===== src/design/assert_macros.svh =====
// ============================================================================
// Assertion macros
// Shared forms for the concurrent checks of the design.
// ============================================================================
`ifndef ASSERT_MACROS_SVH
`define ASSERT_MACROS_SVH

// A condition that must hold at every clock edge outside reset.
`define ASSERT_ALWAYS(name, clk, rst_n, cond, msg) \
    name: assert property (@(posedge clk) disable iff (!rst_n) (cond)) else $error(msg);

// A consequence that must hold in the same cycle as its trigger.
`define ASSERT_SAME(name, clk, rst_n, trig, cons, msg) \
    name: assert property (@(posedge clk) disable iff (!rst_n) (trig) |-> (cons)) \
        else $error(msg);

// A consequence that must hold in the cycle after its trigger.
`define ASSERT_NEXT(name, clk, rst_n, trig, cons, msg) \
    name: assert property (@(posedge clk) disable iff (!rst_n) (trig) |=> (cons)) \
        else $error(msg);

`endif


===== src/design/ffbs_pkg.sv =====
// ============================================================================
// ffbs_pkg
// Types, constants and helpers shared by the flip-dot frame serializer.
// ============================================================================
`default_nettype none

package ffbs_pkg;

    // Default size of the dot store.
    localparam int MAX_COLUMNS_DEF = 128;
    localparam int MAX_ROWS_DEF    = 16;

    // Operation codes of an input word.
    localparam logic [1:0] OP_PIXEL = 2'd0;
    localparam logic [1:0] OP_FILL  = 2'd1;
    localparam logic [1:0] OP_EMIT  = 2'd2;
    localparam logic [1:0] OP_NOP   = 2'd3;

    // Configuration register indexes.
    localparam logic [1:0] REG_DISPLAY_ADDRESS = 2'd0;
    localparam logic [1:0] REG_COLUMN_COUNT    = 2'd1;
    localparam logic [1:0] REG_ROW_COUNT       = 2'd2;
    localparam logic [1:0] REG_ROW_OFFSET      = 2'd3;

    // Reset values of the configuration registers.
    localparam logic [3:0] DISPLAY_ADDRESS_RST = 4'd1;
    localparam logic [7:0] COLUMN_COUNT_RST    = 8'd96;
    localparam logic [4:0] ROW_COUNT_RST       = 5'd16;
    localparam logic [3:0] ROW_OFFSET_RST      = 4'd0;

    // Framing characters.
    localparam logic [7:0] CHR_STX   = 8'h02;
    localparam logic [7:0] CHR_ETX   = 8'h03;
    localparam logic [7:0] CHR_CMD   = 8'h31;
    localparam logic [7:0] CHR_ZERO  = 8'h30;
    localparam logic [7:0] CHR_UPPER = 8'h41;

    // Input word.
    typedef struct packed {
        logic [1:0] op;
        logic [6:0] pixel_x;
        logic [3:0] pixel_y;
        logic       dot_on;
    } t_in_word;

    // Output word.
    typedef struct packed {
        logic [7:0] tx_byte;
        logic       frame_last;
    } t_out_word;

    // Uppercase ASCII hex digit of a nibble.
    function automatic logic [7:0] hex_digit(input logic [3:0] v);
        logic [7:0] w;
        w = {4'd0, v};
        if (v >= 4'd10) begin
            return w - 8'd10 + CHR_UPPER;
        end
        return w + CHR_ZERO;
    endfunction

endpackage

`default_nettype wire


===== src/design/flipdot_frame_buffer_serializer.sv =====
// ============================================================================
// flipdot_frame_buffer_serializer
// Column-major flip-dot frame store with a hex ASCII serial frame generator.
// ============================================================================
// Pixel write: store read, then write back.
// Emit: store read, then the byte goes to the output register once it is free; no new word until then.
// Fill: one store entry written per cycle over the frame length.
// After reset a clearing pass writes zero to all MAX_COLUMNS*MAX_ROWS/8 entries;
// no input word is taken until it ends.
`default_nettype none

`include "assert_macros.svh"

module flipdot_frame_buffer_serializer #(
    parameter int MAX_COLUMNS = ffbs_pkg::MAX_COLUMNS_DEF,
    parameter int MAX_ROWS    = ffbs_pkg::MAX_ROWS_DEF
) (
    input  wire logic               i_clk,
    input  wire logic               i_rst_n,
    // Input words
    input  wire logic               i_in_valid,
    output logic                    o_in_stall,
    input  wire ffbs_pkg::t_in_word i_in_word,
    // Output words
    output logic                    o_out_valid,
    input  wire logic               i_out_stall,
    output ffbs_pkg::t_out_word     o_out_word,
    // Configuration writes
    input  wire logic               i_cfg_valid,
    output logic                    o_cfg_ready,
    input  wire logic [1:0]         i_cfg_index,
    input  wire logic [7:0]         i_cfg_data
);

    localparam int DEPTH  = MAX_COLUMNS * MAX_ROWS / 8;
    localparam int ADDR_W = $clog2(DEPTH);
    localparam int LEN_W  = $clog2(DEPTH + 1);
    localparam int POS_W  = $clog2(2 * DEPTH + 8);
    localparam int CMP_W  = (LEN_W > 11) ? LEN_W : 11;

    // Fixed frame positions.
    localparam logic [POS_W-1:0] POS_STX     = POS_W'(0);
    localparam logic [POS_W-1:0] POS_CMD     = POS_W'(1);
    localparam logic [POS_W-1:0] POS_ADDR    = POS_W'(2);
    localparam logic [POS_W-1:0] POS_LEN_HI  = POS_W'(3);
    localparam logic [POS_W-1:0] POS_LEN_LO  = POS_W'(4);
    localparam logic [POS_W-1:0] POS_PAYLOAD = POS_W'(5);

    typedef enum logic [4:0] {
        ST_CLEAR = 5'b00001,
        ST_IDLE  = 5'b00010,
        ST_FILL  = 5'b00100,
        ST_PIXEL = 5'b01000,
        ST_EMIT  = 5'b10000
    } t_state;

    t_state r_state, n_state;

    // Configuration registers.
    logic [3:0] r_display_address;
    logic [7:0] r_column_count;
    logic [4:0] r_row_count;
    logic [3:0] r_row_offset;

    // Sequencer registers.
    logic [ADDR_W-1:0] r_cnt, n_cnt;
    logic [ADDR_W-1:0] r_fill_last, n_fill_last;
    logic              r_fill_on, n_fill_on;
    logic [ADDR_W-1:0] r_pix_idx, n_pix_idx;
    logic [2:0]        r_pix_bit, n_pix_bit;
    logic              r_pix_on, n_pix_on;
    logic              r_pix_hit, n_pix_hit;
    logic [POS_W-1:0]  r_pos, n_pos;
    logic [7:0]        r_sum, n_sum;
    logic              r_out_valid, n_out_valid;
    ffbs_pkg::t_out_word r_out_word, n_out_word;

    // Store port signals.
    logic              rd_en;
    logic [ADDR_W-1:0] rd_addr;
    logic              wr_en;
    logic [ADDR_W-1:0] wr_addr;
    logic [7:0]        wr_data;
    logic [7:0]        rd_data;

    // Derived frame geometry.
    logic [2:0]        groups;
    logic [10:0]       len_raw;
    logic [LEN_W-1:0]  len;
    logic [7:0]        len8;
    logic [POS_W-1:0]  pay_end;
    logic [4:0]        pix_y;
    logic [10:0]       pix_idx;
    logic              pix_hit;
    logic [POS_W-1:0]  emit_k;

    // Emit results.
    logic [7:0]        chk;
    logic [7:0]        emit_byte;
    logic              emit_last;
    logic              emit_sum;
    logic              out_free;
    logic              in_accept;

    // Byte groups per column and clamped frame length.
    always_comb begin
        groups  = 3'((6'(r_row_count) + 6'd7) >> 3);
        len_raw = 11'(r_column_count) * 11'(groups);
        if (CMP_W'(len_raw) > CMP_W'(DEPTH)) begin
            len = LEN_W'(DEPTH);
        end else begin
            len = LEN_W'(len_raw);
        end
        len8    = 8'(len);
        pay_end = POS_PAYLOAD + (POS_W'(len) << 1);
    end

    // Pixel index: full groups of the column plus the group of the offset row.
    always_comb begin
        pix_y   = 5'(i_in_word.pixel_y) + 5'(r_row_offset);
        pix_idx = 11'(groups) * 11'(i_in_word.pixel_x) + 11'(pix_y[4:3]);
        pix_hit = CMP_W'(pix_idx) < CMP_W'(len);
        emit_k  = r_pos - POS_PAYLOAD;
    end

    // Serial byte selection for the current frame position.
    always_comb begin
        chk       = 8'd0 - r_sum;
        emit_last = 1'b0;
        if (r_pos == POS_STX) begin
            emit_byte = ffbs_pkg::CHR_STX;
        end else if (r_pos == POS_CMD) begin
            emit_byte = ffbs_pkg::CHR_CMD;
        end else if (r_pos == POS_ADDR) begin
            emit_byte = ffbs_pkg::hex_digit(r_display_address);
        end else if (r_pos == POS_LEN_HI) begin
            emit_byte = ffbs_pkg::hex_digit(len8[7:4]);
        end else if (r_pos == POS_LEN_LO) begin
            emit_byte = ffbs_pkg::hex_digit(len8[3:0]);
        end else if (r_pos < pay_end) begin
            emit_byte = ffbs_pkg::hex_digit(emit_k[0] ? rd_data[3:0] : rd_data[7:4]);
        end else if (r_pos == pay_end) begin
            emit_byte = ffbs_pkg::CHR_ETX;
        end else if (r_pos == pay_end + POS_W'(1)) begin
            emit_byte = ffbs_pkg::hex_digit(chk[7:4]);
        end else begin
            emit_byte = ffbs_pkg::hex_digit(chk[3:0]);
            emit_last = 1'b1;
        end
        emit_sum = (r_pos != POS_STX) && (r_pos <= pay_end);
    end

    assign out_free   = !r_out_valid || !i_out_stall;
    assign o_in_stall = (r_state != ST_IDLE);
    assign in_accept  = i_in_valid && !o_in_stall;

    // Main sequencer.
    always_comb begin
        n_state     = r_state;
        n_cnt       = r_cnt;
        n_fill_last = r_fill_last;
        n_fill_on   = r_fill_on;
        n_pix_idx   = r_pix_idx;
        n_pix_bit   = r_pix_bit;
        n_pix_on    = r_pix_on;
        n_pix_hit   = r_pix_hit;
        n_pos       = r_pos;
        n_sum       = r_sum;
        n_out_valid = r_out_valid && i_out_stall;
        n_out_word  = r_out_word;
        rd_en       = 1'b0;
        rd_addr     = r_pix_idx;
        wr_en       = 1'b0;
        wr_addr     = r_cnt;
        wr_data     = 8'd0;

        unique case (r_state)
            // Zero the whole store after reset.
            ST_CLEAR: begin
                wr_en = 1'b1;
                n_cnt = r_cnt + ADDR_W'(1);
                if (r_cnt == ADDR_W'(DEPTH - 1)) begin
                    n_cnt   = '0;
                    n_state = ST_IDLE;
                end
            end
            // Take a word and start its store access.
            ST_IDLE: begin
                if (in_accept) begin
                    case (i_in_word.op)
                        ffbs_pkg::OP_PIXEL: begin
                            rd_en     = 1'b1;
                            rd_addr   = ADDR_W'(pix_idx);
                            n_pix_idx = ADDR_W'(pix_idx);
                            n_pix_bit = pix_y[2:0];
                            n_pix_on  = i_in_word.dot_on;
                            n_pix_hit = pix_hit;
                            n_state   = ST_PIXEL;
                        end
                        ffbs_pkg::OP_FILL: begin
                            n_cnt       = '0;
                            n_fill_last = ADDR_W'(len - LEN_W'(1));
                            n_fill_on   = i_in_word.dot_on;
                            if (len != '0) begin
                                n_state = ST_FILL;
                            end
                        end
                        ffbs_pkg::OP_EMIT: begin
                            rd_en   = 1'b1;
                            rd_addr = ADDR_W'(emit_k >> 1);
                            n_state = ST_EMIT;
                        end
                        default: begin
                        end
                    endcase
                end
            end
            // Write one frame entry per cycle.
            ST_FILL: begin
                wr_en   = 1'b1;
                wr_data = r_fill_on ? 8'hFF : 8'h00;
                n_cnt   = r_cnt + ADDR_W'(1);
                if (r_cnt == r_fill_last) begin
                    n_cnt   = '0;
                    n_state = ST_IDLE;
                end
            end
            // Write back the byte with one dot changed, if the pixel lies inside the frame.
            ST_PIXEL: begin
                wr_en   = r_pix_hit;
                wr_addr = r_pix_idx;
                if (r_pix_on) begin
                    wr_data = rd_data | (8'd1 << r_pix_bit);
                end else begin
                    wr_data = rd_data & ~(8'd1 << r_pix_bit);
                end
                n_state = ST_IDLE;
            end
            // Deliver the serial byte once the output register is free.
            ST_EMIT: begin
                if (out_free) begin
                    n_out_valid           = 1'b1;
                    n_out_word.tx_byte    = emit_byte;
                    n_out_word.frame_last = emit_last;
                    if (emit_last) begin
                        n_pos = '0;
                        n_sum = '0;
                    end else begin
                        n_pos = r_pos + POS_W'(1);
                        if (emit_sum) begin
                            n_sum = r_sum + emit_byte;
                        end
                    end
                    n_state = ST_IDLE;
                end
            end
            default: begin
                n_state = ST_IDLE;
            end
        endcase
    end

    // Control registers.
    always_ff @(posedge i_clk) begin
        if (!i_rst_n) begin
            r_state     <= ST_CLEAR;
            r_cnt       <= '0;
            r_pos       <= '0;
            r_sum       <= '0;
            r_out_valid <= 1'b0;
        end else begin
            r_state     <= n_state;
            r_cnt       <= n_cnt;
            r_pos       <= n_pos;
            r_sum       <= n_sum;
            r_out_valid <= n_out_valid;
        end
    end

    // Payload registers.
    always_ff @(posedge i_clk) begin
        r_fill_last <= n_fill_last;
        r_fill_on   <= n_fill_on;
        r_pix_idx   <= n_pix_idx;
        r_pix_bit   <= n_pix_bit;
        r_pix_on    <= n_pix_on;
        r_pix_hit   <= n_pix_hit;
        r_out_word  <= n_out_word;
    end

    // Configuration registers.
    assign o_cfg_ready = 1'b1;

    always_ff @(posedge i_clk) begin
        if (!i_rst_n) begin
            r_display_address <= ffbs_pkg::DISPLAY_ADDRESS_RST;
            r_column_count    <= ffbs_pkg::COLUMN_COUNT_RST;
            r_row_count       <= ffbs_pkg::ROW_COUNT_RST;
            r_row_offset      <= ffbs_pkg::ROW_OFFSET_RST;
        end else if (i_cfg_valid && o_cfg_ready) begin
            unique case (i_cfg_index)
                ffbs_pkg::REG_DISPLAY_ADDRESS: r_display_address <= i_cfg_data[3:0];
                ffbs_pkg::REG_COLUMN_COUNT:    r_column_count    <= i_cfg_data;
                ffbs_pkg::REG_ROW_COUNT:       r_row_count       <= i_cfg_data[4:0];
                ffbs_pkg::REG_ROW_OFFSET:      r_row_offset      <= i_cfg_data[3:0];
                default: begin
                end
            endcase
        end
    end

    ffbs_store #(
        .DEPTH  (DEPTH),
        .ADDR_W (ADDR_W)
    ) u_store (
        .i_clk     (i_clk),
        .i_rd_en   (rd_en),
        .i_rd_addr (rd_addr),
        .i_wr_en   (wr_en),
        .i_wr_addr (wr_addr),
        .i_wr_data (wr_data),
        .o_rd_data (rd_data)
    );

    assign o_out_valid = r_out_valid;
    assign o_out_word  = r_out_word;

    // The frame end returns position and checksum to the frame start.
    `ASSERT_NEXT(a_frame_end_restart, i_clk, i_rst_n, (r_state == ST_EMIT) && out_free && emit_last, (r_pos == '0) && (r_sum == '0), "frame end did not restart the frame")

    // A pixel write back only touches entries inside the frame.
    `ASSERT_SAME(a_pixel_in_frame, i_clk, i_rst_n, (r_state == ST_PIXEL) && r_pix_hit, CMP_W'(r_pix_idx) < CMP_W'(len), "pixel write outside the frame")

    // A fill pass runs to its end and returns to idle.
    `ASSERT_NEXT(a_fill_continues, i_clk, i_rst_n, r_state == ST_FILL, (r_state == ST_FILL) || (r_state == ST_IDLE), "fill pass left its sequence")

endmodule

`default_nettype wire


===== src/design/ffbs_store.sv =====
// ============================================================================
// ffbs_store
// Dot store: single-port write and registered read.
// ============================================================================
`default_nettype none

module ffbs_store #(
    parameter int DEPTH  = 256,
    parameter int ADDR_W = $clog2(DEPTH)
) (
    input  wire logic              i_clk,
    input  wire logic              i_rd_en,
    input  wire logic [ADDR_W-1:0] i_rd_addr,
    input  wire logic              i_wr_en,
    input  wire logic [ADDR_W-1:0] i_wr_addr,
    input  wire logic [7:0]        i_wr_data,
    output logic      [7:0]        o_rd_data
);

    logic [7:0] r_mem [DEPTH];
    logic [7:0] r_rd_data;

    // Write port and registered read port.
    always_ff @(posedge i_clk) begin
        if (i_wr_en) begin
            r_mem[i_wr_addr] <= i_wr_data;
        end
        if (i_rd_en) begin
            r_rd_data <= r_mem[i_rd_addr];
        end
    end

    assign o_rd_data = r_rd_data;

endmodule

`default_nettype wire


===== config.mk =====
export PLATFORM = sky130hd
export DESIGN_NAME = flipdot_frame_buffer_serializer
export DESIGN_NICKNAME = d
export VERILOG_FILES = /design/src/design/ffbs_pkg.sv /design/src/design/flipdot_frame_buffer_serializer.sv /design/src/design/ffbs_store.sv
export VERILOG_INCLUDE_DIRS = /design/src /design/src/design
export SDC_FILE = /design/constraint.sdc
export NUM_CORES = 2
export LEC_CHECK = 0
export ABC_AREA = 1
export BUFFER_PORTS_ARGS = -buffer_cell sky130_fd_sc_hd__buf_2
export CORE_MARGIN = 4
export CORE_UTILIZATION = 45
export CTS_CLUSTER_SIZE = 28
export DETAILED_ROUTE_END_ITERATION = 16
export SETUP_SLACK_MARGIN = 0.15
export SLEW_MARGIN = 15
export SYNTH_ARGS = -nofsm -noshare
export SYNTH_HDL_FRONTEND = slang
export SYNTH_SLANG_ARGS = --single-unit

===== constraint.sdc =====
create_clock -name i_clk -period 40 [get_ports i_clk]
set_clock_uncertainty 0.1 [all_clocks]
set_input_delay 2 -clock i_clk [delete_from_list [all_inputs] [get_ports i_clk]]
set_output_delay 2 -clock i_clk [all_outputs]
set_load 0.02 [all_outputs]

Word-level counts from Yosys, hierarchy flattened
Memory sizes are Yosys's and may differ from the RTL's. A register that Yosys moved wholly into a read port is not among the register bits.
Cells that the tools add are included.
{"block": "classes", "addsub": 29, "n_mul": 2, "n_lt_le_gt_ge": 10, "n_eq_ne": 26, "n_shift": 1, "mux": 100, "n_bitwise": 3, "reduce_logical": 26}
{"cell": "$mux W8", "n": 31}
{"cell": "$mux W1", "n": 55}
{"cell": "$add A8 B7 Y8 const B", "n": 6}
{"cell": "$add A4 B6 Y7 const B", "n": 6}
{"cell": "$pmux W8 S2", "n": 2}
{"cell": "$sub A4 B4 Y5 const B", "n": 6}
{"cell": "$mux W5", "n": 5}
{"cell": "$ge A4 B4 Y1 const B", "n": 6}
{"cell": "$pmux W8 S3", "n": 1}
{"cell": "$add A10 B1 Y10 const B", "n": 2}
{"cell": "$eq A10 B10 Y1", "n": 2}
{"cell": "$eq A10 B2 Y1 const B", "n": 2}
{"cell": "$pmux W5 S4", "n": 1}
{"cell": "$pmux W5 S3", "n": 1}
{"cell": "$reduce_and A3 Y1", "n": 4}
{"cell": "$add A10 B2 Y11", "n": 1}
{"cell": "$gt A11 B9 Y1 const B", "n": 1}
{"cell": "$lt A11 B9 Y1", "n": 1}
{"cell": "$mul A8 B3 Y11", "n": 1}
{"cell": "$add A3 B10 Y10 const A", "n": 1}
{"cell": "$eq A10 B1 Y1 const B", "n": 1}
{"cell": "$eq A10 B3 Y1 const B", "n": 1}
{"cell": "$le A10 B10 Y1", "n": 1}
{"cell": "$logic_not A10 Y1", "n": 1}
{"cell": "41 further kinds", "n": 58}
{"block": "totals", "ff_bits": 84, "ramBits": 2048, "in_bits": 29, "out_inout_bits": 12, "n_memories": 1}
{"name": "u_store.r_mem", "depth": 256, "word_bits": 8, "rd": 1, "rd_clocked_by_memory_dff": 1, "wr": 1, "line_no": "ffbs_store.sv:20", "rtl": "logic [7:0] r_mem [DEPTH];"}

Logic depth before layout (Yosys ltp)
{"block": "depth", "word_depth": 27, "depth_mapped": 55}

Hierarchy
Synthesis repeated with hierarchy kept, for this count alone.
{"block": "unflattened", "hier_cells": 8293, "hier_area_um2": 92301.0}
{"mod": "ffbs_store", "instances": 1, "cells_each": 7003, "area_each_um2": 83476.3, "seq_area_each_um2": 61739.2}
{"mod": "flipdot_frame_buffer_serializer", "instances": 1, "cells_each": 1290, "area_each_um2": 8824.7, "seq_area_each_um2": 1961.9}

Worst setup path after synthesis
Ideal clock, no wire load.
{"block": "synth_timing", "path_kind": "reg2reg", "start": "register r_state[1]", "end": "memory u_store.r_mem[0][0], data pin", "arrival_ns": 11.508, "t_required_ns": 37.663, "slack_ns": 26.156, "stages_incl_launch_ff": 7, "path_buffers": 1, "cell_sequence": "dfxtp_1 -> nor2_1 -> nand2_1 -> nor3_1 -> inv_1 -> clkbuf_1 -> o31ai_1"}
{"block": "synth_via", "elab_chain_cells": 2}
{"item": "start: declaration", "line_no": "flipdot_frame_buffer_serializer.sv:57", "rtl": "t_state r_state, n_state;"}
{"item": "start signal: assignment", "line_no": "flipdot_frame_buffer_serializer.sv:272", "rtl": "r_state <= n_state;"}
{"item": "$eq A5 B4 Y1 / $eq A5 B3 Y1 (equally long branches)", "line_no": "flipdot_frame_buffer_serializer.sv:177", "rtl": "unique case (r_state)"}
{"item": "$pmux W8 S2 (*)", "line_no": "flipdot_frame_buffer_serializer.sv:177"}
{"item": "net u_store.i_wr_data[0]", "line_no": "ffbs_store.sv:16", "rtl": "input wire logic [7:0] i_wr_data,"}
{"item": "end: declaration", "line_no": "ffbs_store.sv:20"}
The timed path passes the listed nets; every way through them passes the cells marked *.

Worst setup path after layout
{"block": "layout_timing", "start": "register r_row_count[1]", "end": "register r_sum[6]"}
{"block": "layout_via", "elab_chain_cells": 20}
{"item": "start: declaration", "line_no": "flipdot_frame_buffer_serializer.sv:62", "rtl": "logic [4:0] r_row_count;"}
{"item": "start signal: assignment", "line_no": "flipdot_frame_buffer_serializer.sv:298", "rtl": "r_row_count <= ffbs_pkg::ROW_COUNT_RST;"}
{"item": "start signal: assignment", "line_no": "flipdot_frame_buffer_serializer.sv:304", "rtl": "ffbs_pkg::REG_ROW_COUNT: r_row_count <= i_cfg_data[4:0];"}
{"item": "$add A5 B3 Y6 (*)", "line_no": "flipdot_frame_buffer_serializer.sv:107", "rtl": "groups = 3'((6'(r_row_count) + 6'd7) >> 3);"}
{"item": "$mul A8 B3 Y11 (*)", "line_no": "flipdot_frame_buffer_serializer.sv:108", "rtl": "len_raw = 11'(r_column_count) * 11'(groups);"}
{"item": "$gt A11 B9 Y1", "line_no": "flipdot_frame_buffer_serializer.sv:109", "rtl": "if (CMP_W'(len_raw) > CMP_W'(DEPTH)) begin"}
{"item": "$mux W9 (*)", "line_no": "flipdot_frame_buffer_serializer.sv:109"}
{"item": "parallel branches: the longest is 9 deep, another holds $add A3 B10 Y10"}
{"item": "$mux W8 (*)", "line_no": "flipdot_frame_buffer_serializer.sv:136", "rtl": "end else if (r_pos == POS_LEN_HI) begin"}
{"item": "$mux W8 (*)", "line_no": "flipdot_frame_buffer_serializer.sv:134", "rtl": "end else if (r_pos == POS_ADDR) begin"}
{"item": "$mux W8 (*)", "line_no": "flipdot_frame_buffer_serializer.sv:132", "rtl": "end else if (r_pos == POS_CMD) begin"}
{"item": "$mux W8 (*)", "line_no": "flipdot_frame_buffer_serializer.sv:130", "rtl": "if (r_pos == POS_STX) begin"}
{"item": "net emit_byte[0]", "line_no": "flipdot_frame_buffer_serializer.sv:99", "rtl": "logic [7:0] emit_byte;"}
{"item": "$add A8 B8 Y8 (*)", "line_no": "flipdot_frame_buffer_serializer.sv:251", "rtl": "n_sum = r_sum + emit_byte;"}
{"item": "$mux W8 (*)", "line_no": "flipdot_frame_buffer_serializer.sv:250", "rtl": "if (emit_sum) begin"}
{"item": "$mux W8 (*)", "line_no": "flipdot_frame_buffer_serializer.sv:245", "rtl": "if (emit_last) begin"}
{"item": "end signal: assignment", "line_no": "flipdot_frame_buffer_serializer.sv:275", "rtl": "r_sum <= n_sum;"}
{"item": "end: declaration", "line_no": "flipdot_frame_buffer_serializer.sv:74", "rtl": "logic [7:0] r_sum, n_sum;"}
Mark *: on every way through the listed nets, which the timed path passes. The select of a mux whose other input is x is not followed.
A chain may end at the register's enable or synchronous reset.

==> results.rst <==
.. list-table::
   :header-rows: 1

   * - Metric
     - Value
   * - Cell row count
     - between 150 and 200
   * - Via count of the first global-routing pass
     - roughly 59000
   * - CTS Buffer Depth
     - 3
   * - Clk_lat worst skew
     - about 0.90 ns
   * - Fraction of the mapped netlist area in compound gates
     - 9.57%
   * - Count of endpoints failing hold in the final timing report
     - 0
   * - Horiz. Die Dim
     - 459 µm
   * - Class of the worst hold path
     - flop to flop
   * - Placeable core region
     - 202000 µm²
   * - Syn avg cell area
     - around 11 µm²
   * - Cell occurring most often along the worst timing path
     - nand2_1
   * - Setup TNS
     - 0 ns
   * - Cell area after technology mapping
     - about 92000 µm²
   * - Routed wirelength normalized by instance count
     - about 24 µm
   * - Net count after synthesis
     - 8257
   * - Startpoint of the lowest-slack hold path
     - r_row_offset[0]
   * - CP max-delay cell
     - nor2_1
   * - Distinct cell type count of the synthesized netlist
     - 60
   * - Total via count after detailed routing
     - approximately 62000
   * - Headroom to the max-slew limit
     - 25.7%
   * - Required time of the critical path
     - 40.69 ns
   * - Setup-failing EPs final
     - 0
   * - Peak fanout along the critical path
     - 10
   * - Leakage Power
     - ~33 nW
   * - Ys async rst share
     - 0%
   * - Largest family of logic cells by synthesized area
     - simple AND/OR/NAND/NOR gates
   * - Outcome
     - complete, no violations
   * - Post-Synth XOR/XNOR Area
     - less than 1%
   * - Proportion of synthesized chip area in sequential cells
     - a little over two thirds
   * - Total of flip-flops plus latches after synthesis
     - around 2100
   * - Fillers
     - roughly 18000
   * - Final Max Slew Viols
     - 0
   * - Number of cells after detailed placement
     - about 10000
   * - Basic-gate share of the synthesized area counting and, or, nand and nor cells
     - roughly 15%
   * - Combined area of the multi-input logic cells
     - around 25000 µm²
   * - Number of CTS-inserted buffers
     - 215
   * - First-pass GRT wire length
     - approximately 380 mm
   * - Adder-Cell Fraction of Synth Area
     - roughly 1.8%
   * - Startpoint of the most critical register-to-register path
     - r_row_count[1]
   * - Number of gates resized after cts
     - 0
   * - Number of sinks on the clock net
     - about 2100
   * - Most used cells in the layout excluding fill and tap cells
     - nand2_1, edfxtp_1, a21oi_1
   * - Postcts setup bufs
     - 0
   * - Clock slew at reported path FFs
     - 0.06 ns
   * - Maximum cell stage delay along the critical path
     - around 0.57 ns
   * - Placement Cell Area
     - 94100 µm²
   * - Final layout net count
     - 8108
   * - Per-cell via count in the routed design
     - 5.73
   * - IO buf count
     - 38
   * - Antenna Nets Post-Route
     - 0
   * - Peak supply drop
     - 0.0397 mV
   * - Worst Hold Path Cells
     - 2
   * - CP Capture Type
     - flop
   * - Yosys warnings
     - 0
   * - Initial core utilization
     - a little under half
   * - Max-capacitance violation count
     - 0
   * - Number of H-tree levels
     - 4
   * - Initial antenna violation count
     - 13
   * - Worst path arrival time
     - 9.67 ns
   * - Final global-route overflow total
     - 0
   * - Cts hold-fix bufs
     - 0
   * - RSZ-0062 raised after global routing
     - false
   * - Final Worst Setup Slack
     - around 31 ns
   * - Gr usage total
     - about a quarter
   * - Wirelength, routed
     - 255 mm
   * - Die span in y
     - 459 µm
   * - Final std cell area, no fill
     - about 100000 µm²
   * - Final period util
     - between 20% and 30%
   * - Reg2reg path depth
     - 45
   * - Proportion of layout cells with a drive suffix above 1
     - 6.29%
   * - Overall Power
     - roughly 4.7 mW
   * - Ratio of total power to cell area
     - 46.6 nW/µm²
   * - Clock tree root driver cell
     - clkbuf_16
   * - Post-synthesis instance total
     - 8108
   * - Peak Freq
     - 111 MHz
   * - Boundary pin count
     - 41
   * - Commonest register cell after synthesis
     - edfxtp_1
   * - Worst setup SP type
     - flop
   * - CTS tree
     - yes
   * - Worst Hold Path EP
     - r_row_offset[0]
   * - Cell types occupying the most area after synthesis
     - edfxtp_1, nand2_1, a31oi_1
   * - HPWL reported at the end of detailed placement
     - between 100 and 150 mm
   * - Finished Layout Cells
     - 10800
   * - Router iterations before antenna repair
     - 8
   * - Storage cell area
     - 63700 µm²
   * - Actual slew at the worst max-slew pin
     - between 1 and 1.5 ns
   * - Area growth from synthesis to layout
     - 10.0%
   * - Fraction of synthesized area in multiplexers
     - 0%
   * - Most common library cell in the layout ignoring fill and taps
     - nand2_1
   * - Final period demand of the worst path
     - approximately 9 ns
   * - Buffer and inverter count on the worst path
     - 5
   * - Total die area
     - around 210000 µm²
   * - Pre-CTS setup slack
     - between 30 and 40 ns
   * - Cell family with most CP delay
     - simple AND/OR/NAND/NOR gates
   * - Worst reg2reg setup slack
     - 31.02 ns
   * - End of the worst register-to-register path
     - r_sum[6]
   * - Number of enable-type register cells in the synthesized netlist
     - around 2100
   * - Post-route DRC
     - 0
   * - Final estimated routing congestion in global placement
     - 0.868
   * - Starting DRC count in detailed routing
     - between 6000 and 7000
   * - Worst setup path category
     - flop to flop
   * - Top cell type by total area after synthesis
     - edfxtp_1
   * - Top-area cell type share of the netlist area
     - slightly below 70%
   * - Maximum number of pins on one net before global-route repair
     - 201
[layer usage]
layer / track usage (%) / vias up / part of all wire [%]
li1: - / 28400 / -
met1: 33.1 / 30400 / 41
met2: 37.6 / 2727 / 47
met3: 4.43 / 439 / 8.8
met4: 7.41 / 0 / 3.1
met5: 0 / - / 0
[metrics by stage]
step	utilization (%)	hold slack [ns]
6_report	49.8	0.355
5_1_grt	49.8	0.390
2_1_floorplan	-	0.327
3_3_place_gp	46.5	0.347
4_1_cts	49.8	0.357
3_5_place_dp	46.5	0.349
[area by class of cell]
cell class	count	share of cell area, %
tap	2672	3.32
antenna	7	0.0174
multi-input combinational	5220	24.9
timing repair buffer	124	0.991
inverter	259	0.990
sequential	2139	63.2
clock inverter	123	1.03
clock buffer	269	5.56
[report_power, final]
group / switching (mW) / internal, mW
Combinational: 0.249 / 0.0900
Sequential: 0.00517 / 2.44
Clock: 0.861 / 1.05
[worst reg2reg max path: cells and delay by family, from the launching register on]
kind,cells,cell delay [ns]
adders and majority gates,5,1.96
AOI/OAI and AO/OA,7,1.19
xor gates and xnor gates,1,0.38
buffers and inverters,5,1.08
DFF,1,0.33
and+or+nand+nor,27,3.83
[how the worst max path moves through the flow]
stage | from | endpoint | slack, ns | cells past startpoint
floorplan | r_state[1] | u_store.r_mem[0][0] | 26.16 | 6
global placement | r_row_count[1] | r_sum[6] | 31.23 | 45
detailed placement | r_row_count[1] | r_sum[6] | 31.05 | 45
CTS | r_row_count[1] | r_sum[6] | 31.01 | 45
global route | r_row_count[1] | r_sum[6] | 30.17 | 45
finish | r_row_count[1] | r_sum[6] | 31.02 | 45
[synth_stat cells (7+ instances only)]
library cell     n
nand2_2         14
nand2_1       2561
edfxtp_1      2086
inv_2           12
nand3_1        332
buf_1           23
nor3_1          27
nand4_1         15
or2_2           10
o21ai_0        338
xnor2_1         11
ha_1           105
buf_2          153
nor4_1           7
o221ai_1        31
inv_1          241
xor2_1          30
o21bai_1        34
o211ai_1        46
nor2_1         519
clkbuf_1       308
a31oi_1        462
nor2_4           7
o21ai_1         39
o32ai_1         30
fa_1            15
dfxtp_1         53
a21oi_1        526
nand2_4          8
[cell families (layout without fill, tap and decap cells)]
family,after synthesis,in the layout
other,2,9
XOR/XNOR,41,41
buffers and inverters,749,775
flip-flops,2139,2139
AO/OA/AOI/OAI,1532,1532
AND/OR/NAND/NOR,3525,3525
adder cells (fa/ha/maj),120,120
[flip-flops by register name, indices dropped and copies added, names as in the netlist, 3 cells and up]
| signal | cells |
|---|---|
| u_store.r_mem | 2048 |
| r_display_address | 4 |
| r_fill_last | 8 |
| r_column_count | 8 |
| r_state | 5 |
| r_pos | 10 |
| o_out_word | 8 |
| r_pix_bit | 3 |
| r_row_offset | 4 |
| r_row_count | 5 |
| r_pix_idx | 8 |
| r_sum | 8 |
| u_store.o_rd_data | 8 |
| r_cnt | 8 |
No activity file was read; power rests on OpenSTA's default activity.
